$ cat config.mk
export PLATFORM = sky130hd
export DESIGN_NAME = url_slug_byte_transducer_core
export DESIGN_NICKNAME = d
export VERILOG_FILES = /design/src/rtl/slug_pkg.sv /design/src/rtl/url_slug_byte_transducer_core.sv /design/src/rtl/slug_front.sv /design/src/rtl/slug_queue.sv /design/src/rtl/slug_back.sv
export SDC_FILE = /design/constraint.sdc
export NUM_CORES = 1
export LEC_CHECK = 0
export ABC_AREA = 0
export ABC_CLOCK_PERIOD_IN_PS = 6500
export BUFFER_PORTS_ARGS = -buffer_cell sky130_fd_sc_hd__buf_4
export CORE_ASPECT_RATIO = 0.9
export CORE_MARGIN = 2
export CORE_UTILIZATION = 55
export DETAILED_ROUTE_END_ITERATION = 8
export MAX_ROUTING_LAYER = met4
export PLACE_DENSITY = 0.72
export SLEW_MARGIN = 5
export SYNTH_ARGS = -nofsm -noshare
export SYNTH_HDL_FRONTEND = slang
export SYNTH_SLANG_ARGS = --single-unit
$ cat constraint.sdc
create_clock -name aclk -period 6.5 [get_ports aclk]
set_clock_uncertainty 0.05 [all_clocks]
set_input_delay 0.65 -clock aclk [delete_from_list [all_inputs] [get_ports aclk]]
set_output_delay 0.65 -clock aclk [all_outputs]
set_load 0.02 [all_outputs]
$ cat src/rtl/slug_pkg.sv
// Shared types, byte codes and lookup functions for the URL slug transducer.
// No dependencies; every other file in rtl/ uses this package.
`default_nettype none

package slug_pkg;

    // Default depth of the queue between classifier and emitter (power of two)
    localparam int QUEUE_DEPTH_DEF = 4;

    // Held UTF-8 lead byte
    localparam logic [1:0] LEAD_NONE = 2'd0;
    localparam logic [1:0] LEAD_C2   = 2'd1;
    localparam logic [1:0] LEAD_C3   = 2'd2;

    localparam logic [7:0] CH_LF        = 8'h0A;
    localparam logic [7:0] CH_CR        = 8'h0D;
    localparam logic [7:0] CH_SPACE     = 8'h20;
    localparam logic [7:0] CH_DOLLAR    = 8'h24;
    localparam logic [7:0] CH_AMP       = 8'h26;
    localparam logic [7:0] CH_DASH      = 8'h2D;
    localparam logic [7:0] CH_SLASH     = 8'h2F;
    localparam logic [7:0] CH_BACKSLASH = 8'h5C;
    localparam logic [7:0] CH_UPPER_A   = 8'h41;
    localparam logic [7:0] CH_UPPER_Z   = 8'h5A;
    localparam logic [7:0] CH_CASE_OFS  = 8'h20;
    localparam logic [7:0] CH_LEAD_C2   = 8'hC2;
    localparam logic [7:0] CH_LEAD_C3   = 8'hC3;
    localparam logic [7:0] CH_SECTION   = 8'hA7;

    typedef struct packed {
        logic [7:0] in_byte;
        logic       in_last;
    } slug_in_t;

    typedef struct packed {
        logic [7:0] out_byte;
        logic       out_valid;
        logic       run_last;
        logic       string_end;
    } slug_out_t;

    // All results caused by one input beat
    typedef struct packed {
        logic [1:0]      cnt;     // 1..3 results
        logic [2:0][7:0] bytes;   // slot 0 first
        logic            marker;  // end marker for a final beat with no results, sole result
        logic            last;    // final beat of the name
    } slug_pkt_t;

    typedef struct packed {
        logic       hit;
        logic [1:0] len;
        logic [7:0] c0;
        logic [7:0] c1;
    } slug_swap_t;

    function automatic logic is_dropped(logic [7:0] b);
        logic r;
        case (b) inside
            8'h2E, 8'h2C, 8'h23, 8'h22, 8'h25, 8'h3D, 8'h3F, 8'h27, 8'h28,
            8'h29, 8'h5B, 8'h5D, 8'h7B, 8'h7D, 8'h7C, 8'h7E, 8'h2A: r = 1'b1;
            default: r = 1'b0;
        endcase
        return r;
    endfunction

    // Two-byte UTF-8 characters and their ASCII spelling
    function automatic slug_swap_t swap_lookup(logic [1:0] lead, logic [7:0] second);
        slug_swap_t s;
        s = '{hit: 1'b0, len: 2'd0, c0: 8'h00, c1: 8'h00};
        if (lead == LEAD_C3) begin
            case (second)
                8'h9F: s = '{1'b1, 2'd2, 8'h73, 8'h73};  // ss
                8'hA6: s = '{1'b1, 2'd2, 8'h61, 8'h65};  // ae
                8'hA4: s = '{1'b1, 2'd2, 8'h61, 8'h65};  // ae
                8'hA8: s = '{1'b1, 2'd1, 8'h65, 8'h00};  // e
                8'hA9: s = '{1'b1, 2'd1, 8'h65, 8'h00};  // e
                8'hAA: s = '{1'b1, 2'd1, 8'h65, 8'h00};  // e
                8'hB6: s = '{1'b1, 2'd2, 8'h6F, 8'h65};  // oe
                8'hBC: s = '{1'b1, 2'd2, 8'h75, 8'h65};  // ue
                default: s.hit = 1'b0;
            endcase
        end else if (lead == LEAD_C2) begin
            case (second)
                8'hB2: s = '{1'b1, 2'd1, 8'h32, 8'h00};  // 2
                8'hB3: s = '{1'b1, 2'd1, 8'h33, 8'h00};  // 3
                default: s.hit = 1'b0;
            endcase
        end
        return s;
    endfunction

endpackage

`default_nettype wire

$ cat src/rtl/url_slug_byte_transducer_core.sv
// Top level of the URL slug transducer: classifier, packet queue, emitter.
// Depends on slug_pkg, slug_front, slug_queue, slug_back.
//
// Usage:
//   Input channel s_valid/s_ready/s_data carries one raw name byte per beat,
//   with in_last on the final byte of a name. Output channel m_valid/m_ready/
//   m_data carries slug bytes; each input beat gives zero to three result
//   beats, run_last marks the last of them and string_end the end of the name.
//   An empty name yields one beat with out_valid low.
// Timing:
//   The classifier takes one byte per cycle while the packet queue has room.
//   The emitter drains one result per cycle while m_ready is high, so the
//   sustained rate is one input beat per cycle as long as beats average one
//   result or fewer; multi-result beats (swapped letters, flushed leads) hold
//   the emitter for their extra results and are absorbed by the queue.
//   A first result is registered in the packet queue, then in the output register.
// Reset: aresetn (synchronous, active low) clears slug state, queue and the
//   output valid flag; s_ready is high the cycle after reset.
// Stall: m_ready low holds the output register; the queue fills and then
//   s_ready drops until the receiver takes beats again.
`default_nettype none

module url_slug_byte_transducer_core #(
    parameter int QUEUE_DEPTH = slug_pkg::QUEUE_DEPTH_DEF
) (
    input  wire logic                aclk,
    input  wire logic                aresetn,
    input  wire logic                s_valid,
    output logic                     s_ready,
    input  wire slug_pkg::slug_in_t  s_data,
    output logic                     m_valid,
    input  wire logic                m_ready,
    output slug_pkg::slug_out_t      m_data
);

    slug_pkg::slug_pkt_t push_pkt, head_pkt;
    logic                push, pop, full, empty;

    // front: classify and update slug state
    slug_front u_front (
        .aclk    (aclk),
        .aresetn (aresetn),
        .s_valid (s_valid),
        .s_ready (s_ready),
        .s_data  (s_data),
        .q_full  (full),
        .q_push  (push),
        .q_pkt   (push_pkt)
    );

    // decouples front from back so each side stalls on its own
    slug_queue #(
        .DEPTH (QUEUE_DEPTH)
    ) u_queue (
        .aclk     (aclk),
        .aresetn  (aresetn),
        .push     (push),
        .push_pkt (push_pkt),
        .pop      (pop),
        .full     (full),
        .empty    (empty),
        .head     (head_pkt)
    );

    // back: serialize packets into result beats
    slug_back u_back (
        .aclk    (aclk),
        .aresetn (aresetn),
        .q_empty (empty),
        .q_head  (head_pkt),
        .q_pop   (pop),
        .m_valid (m_valid),
        .m_ready (m_ready),
        .m_data  (m_data)
    );

endmodule

`default_nettype wire

$ cat src/rtl/slug_front.sv
// Classifier: takes input beats, tracks slug state, builds one packet per beat that gives results or ends a name.
// Depends on slug_pkg.
`default_nettype none

module slug_front (
    input  wire logic                aclk,
    input  wire logic                aresetn,
    input  wire logic                s_valid,
    output logic                     s_ready,
    input  wire slug_pkg::slug_in_t  s_data,
    input  wire logic                q_full,
    output logic                     q_push,
    output slug_pkg::slug_pkt_t      q_pkt
);

    typedef struct packed {
        logic [2:0]      n;
        logic [3:0][7:0] e;
    } emit_t;

    function automatic emit_t push(emit_t s, logic [7:0] c);
        emit_t r;
        r = s;
        if (r.n != 3'd4) begin
            r.e[r.n[1:0]] = c;
            r.n = r.n + 3'd1;
        end
        return r;
    endfunction

    logic       sp_reg, sp_next;
    logic [1:0] ld_reg, ld_next;
    logic       disc_reg, disc_next;
    logic       pd_reg, pd_next;
    logic       accept;
    emit_t      em;

    assign s_ready = !q_full;
    assign accept  = s_valid && s_ready;

    always_comb begin
        logic [7:0]          b;
        logic                handled;
        slug_pkg::slug_swap_t sw;
        b       = s_data.in_byte;
        handled = 1'b0;
        sw      = slug_pkg::swap_lookup(ld_reg, 8'h00);
        em      = '0;
        sp_next   = sp_reg;
        ld_next   = ld_reg;
        disc_next = disc_reg;
        pd_next   = pd_reg;

        if (disc_reg) begin
            if (b == slug_pkg::CH_LF || b == slug_pkg::CH_CR) begin
                disc_next = 1'b0;
                em = push(em, b);
                pd_next = 1'b0;
            end
        end else begin
            if (b == slug_pkg::CH_BACKSLASH) b = slug_pkg::CH_SLASH;
            if (b >= slug_pkg::CH_UPPER_A && b <= slug_pkg::CH_UPPER_Z)
                b = b + slug_pkg::CH_CASE_OFS;
            if (!slug_pkg::is_dropped(b)) begin
                if (ld_next != slug_pkg::LEAD_NONE) begin
                    sw = slug_pkg::swap_lookup(ld_next, b);
                    if (sw.hit) begin
                        if (sp_next) begin
                            if (!pd_next) em = push(em, slug_pkg::CH_DASH);
                            pd_next = 1'b1;
                            sp_next = 1'b0;
                        end
                        ld_next = slug_pkg::LEAD_NONE;
                        em = push(em, sw.c0);
                        if (sw.len == 2'd2) em = push(em, sw.c1);
                        pd_next = 1'b0;
                        handled = 1'b1;
                    end else if (ld_next == slug_pkg::LEAD_C2 && b == slug_pkg::CH_SECTION) begin
                        disc_next = 1'b1;
                        sp_next   = 1'b0;
                        ld_next   = slug_pkg::LEAD_NONE;
                        handled   = 1'b1;
                    end else begin
                        if (sp_next) begin
                            if (!pd_next) em = push(em, slug_pkg::CH_DASH);
                            pd_next = 1'b1;
                            sp_next = 1'b0;
                        end
                        em = push(em, (ld_next == slug_pkg::LEAD_C2) ?
                                  slug_pkg::CH_LEAD_C2 : slug_pkg::CH_LEAD_C3);
                        pd_next = 1'b0;
                        ld_next = slug_pkg::LEAD_NONE;
                    end
                end
                if (!handled) begin
                    if (b == slug_pkg::CH_LEAD_C2) begin
                        ld_next = slug_pkg::LEAD_C2;
                    end else if (b == slug_pkg::CH_LEAD_C3) begin
                        ld_next = slug_pkg::LEAD_C3;
                    end else if (b == slug_pkg::CH_SPACE) begin
                        sp_next = 1'b1;
                    end else begin
                        if (sp_next) begin
                            if (!pd_next) em = push(em, slug_pkg::CH_DASH);
                            pd_next = 1'b1;
                            sp_next = 1'b0;
                        end
                        if (b == slug_pkg::CH_DASH || b == slug_pkg::CH_DOLLAR ||
                            b == slug_pkg::CH_AMP) begin
                            if (!pd_next) em = push(em, slug_pkg::CH_DASH);
                            pd_next = 1'b1;
                        end else if (b == slug_pkg::CH_SLASH) begin
                            em = push(em, slug_pkg::CH_DASH);
                            pd_next = 1'b0;
                        end else begin
                            em = push(em, b);
                            pd_next = 1'b0;
                        end
                    end
                end
            end
        end

        // end of name: flush held space run and lead byte
        if (s_data.in_last) begin
            if (sp_next) begin
                if (!pd_next) em = push(em, slug_pkg::CH_DASH);
            end
            if (ld_next != slug_pkg::LEAD_NONE) begin
                em = push(em, (ld_next == slug_pkg::LEAD_C2) ?
                          slug_pkg::CH_LEAD_C2 : slug_pkg::CH_LEAD_C3);
            end
            sp_next   = 1'b0;
            ld_next   = slug_pkg::LEAD_NONE;
            disc_next = 1'b0;
            pd_next   = 1'b0;
        end
    end

    always_comb begin
        q_pkt.bytes  = em.e[2:0];
        q_pkt.last   = s_data.in_last;
        q_pkt.marker = (em.n == 3'd0);
        if (em.n == 3'd0) begin
            q_pkt.cnt = 2'd1;
        end else if (em.n >= 3'd3) begin
            q_pkt.cnt = 2'd3;
        end else begin
            q_pkt.cnt = em.n[1:0];
        end
        q_push = accept && (em.n != 3'd0 || s_data.in_last);
    end

    always_ff @(posedge aclk) begin
        if (!aresetn) begin
            sp_reg   <= 1'b0;
            ld_reg   <= slug_pkg::LEAD_NONE;
            disc_reg <= 1'b0;
            pd_reg   <= 1'b0;
        end else if (accept) begin
            sp_reg   <= sp_next;
            ld_reg   <= ld_next;
            disc_reg <= disc_next;
            pd_reg   <= pd_next;
        end
    end

endmodule

`default_nettype wire

$ cat src/rtl/slug_queue.sv
// Packet queue between classifier and emitter, flip-flop storage.
// Depends on slug_pkg.
`default_nettype none

module slug_queue #(
    parameter int DEPTH = slug_pkg::QUEUE_DEPTH_DEF
) (
    input  wire logic                aclk,
    input  wire logic                aresetn,
    input  wire logic                push,
    input  wire slug_pkg::slug_pkt_t push_pkt,
    input  wire logic                pop,
    output logic                     full,
    output logic                     empty,
    output slug_pkg::slug_pkt_t      head
);

    localparam int AW = (DEPTH > 1) ? $clog2(DEPTH) : 1;
    localparam int CW = $clog2(DEPTH + 1);
    localparam logic [CW-1:0] DEPTH_C = CW'(DEPTH);
    localparam logic [AW-1:0] LAST_C  = AW'(DEPTH - 1);

    slug_pkg::slug_pkt_t mem_reg [DEPTH];
    logic [AW-1:0] wr_reg, rd_reg;
    logic [CW-1:0] cnt_reg;

    assign full  = (cnt_reg == DEPTH_C);
    assign empty = (cnt_reg == '0);
    assign head  = mem_reg[rd_reg];

    always_ff @(posedge aclk) begin
        if (push) mem_reg[wr_reg] <= push_pkt;
    end

    always_ff @(posedge aclk) begin
        if (!aresetn) begin
            wr_reg  <= '0;
            rd_reg  <= '0;
            cnt_reg <= '0;
        end else begin
            if (push) wr_reg <= (wr_reg == LAST_C) ? '0 : wr_reg + AW'(1);
            if (pop)  rd_reg <= (rd_reg == LAST_C) ? '0 : rd_reg + AW'(1);
            if (push && !pop)      cnt_reg <= cnt_reg + CW'(1);
            else if (pop && !push) cnt_reg <= cnt_reg - CW'(1);
        end
    end

endmodule

`default_nettype wire

$ cat src/rtl/slug_back.sv
// Emitter: walks the head packet one result per cycle, unless the output stalls, into the output register.
// Depends on slug_pkg.
`default_nettype none

module slug_back (
    input  wire logic                aclk,
    input  wire logic                aresetn,
    input  wire logic                q_empty,
    input  wire slug_pkg::slug_pkt_t q_head,
    output logic                     q_pop,
    output logic                     m_valid,
    input  wire logic                m_ready,
    output slug_pkg::slug_out_t      m_data
);

    logic [1:0]          idx_reg, idx_next;
    logic                vld_reg, vld_next;
    slug_pkg::slug_out_t data_reg, data_next;
    logic                load, at_end;

    assign load   = !q_empty && (!vld_reg || m_ready);
    assign at_end = (idx_reg == q_head.cnt - 2'd1);
    assign q_pop  = load && at_end;

    always_comb begin
        idx_next  = idx_reg;
        vld_next  = vld_reg && !m_ready;
        data_next = data_reg;
        if (load) begin
            vld_next            = 1'b1;
            data_next.out_byte  = q_head.marker ? 8'h00 : q_head.bytes[idx_reg];
            data_next.out_valid = !q_head.marker;
            data_next.run_last  = at_end;
            data_next.string_end = at_end && q_head.last;
            idx_next            = at_end ? 2'd0 : idx_reg + 2'd1;
        end
    end

    always_ff @(posedge aclk) begin
        if (!aresetn) begin
            idx_reg <= 2'd0;
            vld_reg <= 1'b0;
        end else begin
            idx_reg <= idx_next;
            vld_reg <= vld_next;
        end
    end

    always_ff @(posedge aclk) begin
        data_reg <= data_next;
    end

    assign m_valid = vld_reg;
    assign m_data  = data_reg;

endmodule

`default_nettype wire
# Word-level counts from Yosys, hierarchy flattened
# Memories as Yosys holds them, arrays and structs flattened. A register that Yosys moved wholly into a read port is not among the register bits.
# Cells that the tools add are included.
[classes] addsub=14 magnitude_cmp=18 n_eq_ne=53 mux=151 n_bitwise=9 reduce_logical=40
[op_table] op="35-bit two-way mux" n=50
[op_table] op="32-bit bitwise mux" n=5
[op_table] op="8-bit by 6-bit == test with 1-bit output, second input constant" n=16
[op_table] op="8-bit demux with 2-bit select" n=7
[op_table] op="8-bit == test, second input constant" n=13
[op_table] op="8-bit two-way mux" n=12
[op_table] op="19-bit two-way mux" n=5
[op_table] op="18-bit one-hot mux with 5 select lines" n=1
[op_table] op="33-bit two-way mux" n=2
[op_table] op="8-bit by 7-bit == test with 1-bit output, second input constant" n=7
[op_table] op="1-bit two-way mux" n=51
[op_table] op="16-bit bitwise AND" n=3
[op_table] op="16-bit inverter" n=3
[op_table] op="16-bit OR" n=3
[op_table] op="17-bit one-hot mux with 2 select lines" n=1
[op_table] op="2-bit two-way mux" n=14
[op_table] op="3-bit by 1-bit adder with 3-bit output, second input constant" n=8
[op_table] op="2-bit by 3-bit less-than comparator with 1-bit output, second input constant" n=8
[op_table] op="3-bit != test, second input constant" n=7
[op_table] op="1-bit logical AND" n=17
[op_table] op="17-bit OR reduction" n=1
[op_table] op="8-bit binary-select mux with 2-bit select" n=1
[op_table] op="8-bit by 4-bit == test with 1-bit output, second input constant" n=2
[op_table] op="2-bit by 1-bit >= comparator with 1-bit output, second input constant" n=7
[op_table] op="20 further kinds" n=41
[totals] register_bits=26 ram_bits=112 inputBits=13 output_inout_bits=13 wordCells=299 memories=1
[mem_list] name="u_queue.mem_reg" depth=4 word_bits=28 rd=1 rd_ports_with_merged_regs=1 wr=1 line="slug_queue.sv:23" rtl="slug_pkg::slug_pkt_t mem_reg [DEPTH];"

# Logic depth before layout (Yosys ltp)
[depth] depth_word=95 mapped_depth=30 depth_no_buf=28

# By module
# Synthesis repeated with hierarchy kept, for this count alone.
[unflattened] hier_cells=677 hier_area_um2=8096.5
[modules_own_cells] mod="slug_queue" instances=1 cells_each=190 area_per_inst_um2=4548.1
[modules_own_cells] mod="slug_front" instances=1 cells_each=414 area_per_inst_um2=2753.9
[modules_own_cells] mod="slug_back" instances=1 cells_each=73 area_per_inst_um2=794.5

# Worst setup path after synthesis
# No wires, ideal clock.
[synth_timing] kind="input port to flip-flop" start="in s_data[6] (netlist bit)" end="mem u_queue.mem_reg[0][1] (netlist bit) (data pin)" setup_ps=271 t_arrival_ps=5551 required_time_ps=6179 setup_slack_ps=628 path_stages=26 cell_sequence="ha_1 nor2_1 a21oi_1 o41a_1 or4_1 and3_1 buf_4 mux2i_2 ha_1 nand2_1 nand2_1 inv_1 ha_1 nand3_1 nand2_1 nor2_1 nor3_1 o2111a_2 nor2_8 ha_1 mux2i_1 ha_1 and4b_1 mux2_2 o21ai_1 nor2_1"
[synth_lines] item="start, declared" line="url_slug_byte_transducer_core.sv:30" rtl="input wire slug_pkg::slug_in_t s_data,"
[synth_lines] item="end, declared" line="slug_queue.sv:23"

==> results.yml <==
synthesis:
  synth_edf_count: 123
  synthMuxAreaShare: 0.101
  synth_area_mm2: 0.00821
  syn_area_per_cell_um2: 11.6
  synth_adder_area_share: 0.0390
  synth_top_family_by_area: "simple AND/OR/NAND/NOR gates"
  ys_seq_area_frac: 0.491
  synth-simple-area-share: 0.173
  synth-compound-area-share: 0.152
  syn_nets: 749
  ys_seq_elements: 140
  synth_cell_types: 97
  yosysWarnings: 0
  synth_cells: 711
  synthXorXnorAreaFrac: 0.00640
  async_flop_share: 0
  synth_flop_cell: "edfxtp_1"
timing:
  finalSetupViolations: 0
  tightest_slew_ns: 1.15
  holdWs_ns: 0.444
  finalSetupTns_ns: 0
  relSlewSlack: 0.221
  timing.final.crit_share: 0.918
  fin_ws_ns: 0.534
  maxSlewViolCount: 0
  finalCriticalPeriod_ns: 5.97
  max_freq_mhz: 168
  hold_viol: 0
  rsz0062_at_grt: "false"
power:
  finalPower_mw: 2.97
  pwr_density_cell_mw_per_mm2: 313
  ir_worst_vdd_mv: 0.246
  cellLeakagePower_nw: 3.39
critical_path:
  worstSetupEndpointType: "flip-flop"
  critPathArrivalTime_ns: 6.06
  path_max_fanout: 26
  cp_data_required_time_ns: 6.60
  critPathKind: "in2reg"
  timing.reg2reg.setup_slack_ns: 0.59
  worstSetupStartpointType: "input pin"
floorplan:
  core_mm2: 0.0147
  dieArea_mm2: 0.0159
  start_util: 0.560
  fp-row-count: 42
  design.portCount: 26
  die_w_um: 133
  die_h_um: 120
global_routing:
  grt_pass1_vias: 6364
  grt-ovfl-total: 0
  grt_use_total: 0.317
  antenna_found_initial: 0
  grt_max_degree: 29
  grt_pass1_wl_um: 37000
layout:
  largest_register_ffs: 112
  fillers: 1073
  final_common_cell: "edfxtp_1"
  antenna_cells: 0
  syn_to_final_growth_pct: 15.3
  seqCellArea_mm2: 0.00404
  final_nets: 801
  layout.cells.most_common_list: "edfxtp_1, buf_4, nor2_1"
  utilization: 0.646
  multiInputGateArea_mm2: 0.00387
  drive_gt1_frac: 0.228
route:
  via_count: 6525
  totalWireLength_um: 23800
  drt_iter0_markers: 738
  m1WireLength_um: 9910
  firstDrtPassIters: 7
  ant_nets: 0
  top_layer: "met4"
  wl_per_cell_um: 24.4
  via_per_inst: 6.70
  route.met2.wl_um: 11100
  route.detailed.drc: 0
  dr_wl_met3_um: 1830
clock_network:
  cts_setup_buffers: 0
  htreeDepth: 4
  cts_root_buffer: "clkbuf_16"
  cts_buffers: 17
  path_clk_slew_ns: 0.07
  clock_path_buffers: 2
  cts_tree: "yes"
  cts_sinks: 140
  clock_latency_ns: 0.43
  cts_hold_buf: 0
  post_cts_resized: 0
job:
  max_cap_violations: 0
place:
  dp_slack_ns: 0.207
  gp_congestion: 1.04
  post-dp-hpwl_um: 16700
  io_buffers: 25
status:
  status: "completed"
worst_hold_path:
  hp-class: "reg2reg"
area by class of cell:
type                    count  share of cell area
clock buffers              18              0.0464
inverters                  24             0.00952
well taps                 198              0.0262
clock inverters            14              0.0181
multi-input cells         505               0.409
repair buffers             75              0.0648
flip-flops and latches    140               0.426
worst max-delay path, cell delays in order:
cell	delay, ns
buf_4	0.20
or4_4	0.62
o211a_4	0.28
a21oi_4	0.25
a2111o_1	0.33
and3_1	0.33
mux2i_2	0.27
ha_1	0.26
nand2_1	0.08
nand2_1	0.07
inv_1	0.08
ha_1	0.18
nand3_1	0.10
nand2_1	0.09
nor2_1	0.04
nor3_1	0.14
o2111a_2	0.26
nor2_8	0.05
ha_1	0.31
mux2i_1	0.26
ha_1	0.32
nand2_1	0.10
a31oi_1	0.21
xnor2_1	0.12
or3_1	0.44
per-stage QoR:
stage / instances / cell area [um2]
floorplan: 711 / 8210
global route: 974 / 9470
global placement: 942 / 8860
detailed placement: 942 / 8860
finish: 974 / 9470
CTS: 974 / 9470
path summary, 6_finish.rpt:
kind | from | endpoint | cells after the start
setup / recovery | s_data[4] | u_queue.mem_reg[0][26]$_DFFE_PP_ | 25
hold / removal | u_back.m_valid$_SDFF_PN0_ | u_back.m_valid$_SDFF_PN0_ | 2
setup reg to reg | u_front.ld_reg[0]$_SDFFE_PN0P_ | u_queue.mem_reg[0][26]$_DFFE_PP_ | 24
hold reg to reg | u_back.m_valid$_SDFF_PN0_ | u_back.m_valid$_SDFF_PN0_ | 2
metal layers:
metal,vias up,GRT usage
li1,2858,-
met3,73,0.0655
met2,377,0.484
met5,-,-
met4,0,0.134
met1,3217,0.417
power by group:
part	leakage [nW]	internal, mW	switching (mW)
registers	1.29	1.13	0.0686
logic	1.80	0.326	0.444
clock network	0.298	0.590	0.404
logic make-up (layout without fill, tap and decap cells):
group / Yosys count / count (layout)
xor gates and xnor gates: 6 / 6
and+or+nand+nor: 255 / 255
buffers and inverters: 66 / 131
muxes: 47 / 47
AOI/OAI and AO/OA: 172 / 172
DFF: 140 / 140
adders and majority gates: 25 / 25
Yosys cell counts, types with 4 or more instances:
| library cell | count | share of area |
|---|---|---|
| nand2b_1 | 9 | 0.0069 |
| o21bai_1 | 4 | 0.0037 |
| mux4_2 | 28 | 0.077 |
| a21o_1 | 6 | 0.0055 |
| o31ai_1 | 7 | 0.0064 |
| buf_6 | 5 | 0.0069 |
| a21oi_1 | 43 | 0.026 |
| edfxtp_1 | 123 | 0.45 |
| xnor2_1 | 4 | 0.0043 |
| o21ai_0 | 26 | 0.016 |
| a31oi_1 | 7 | 0.0053 |
| clkbuf_1 | 16 | 0.0073 |
| nand3_1 | 14 | 0.0085 |
| nor2_1 | 62 | 0.028 |
| nor4_1 | 6 | 0.0046 |
| and2_1 | 15 | 0.011 |
| dfxtp_1 | 17 | 0.041 |
| buf_2 | 10 | 0.0061 |
| mux2i_1 | 14 | 0.017 |
| buf_1 | 8 | 0.0037 |
| nor3_1 | 21 | 0.013 |
| nand2_1 | 55 | 0.025 |
| and3_1 | 8 | 0.0061 |
| ha_1 | 24 | 0.037 |
| nand4_1 | 5 | 0.0038 |
| inv_1 | 22 | 0.010 |
| or2_2 | 4 | 0.0030 |
| a211oi_1 | 7 | 0.0064 |
| a32oi_1 | 4 | 0.0043 |
| a22oi_1 | 6 | 0.0055 |
| nor2b_1 | 14 | 0.011 |
| a21boi_0 | 7 | 0.0064 |
| or3_1 | 7 | 0.0053 |
Power figures use the tool's default switching activity.
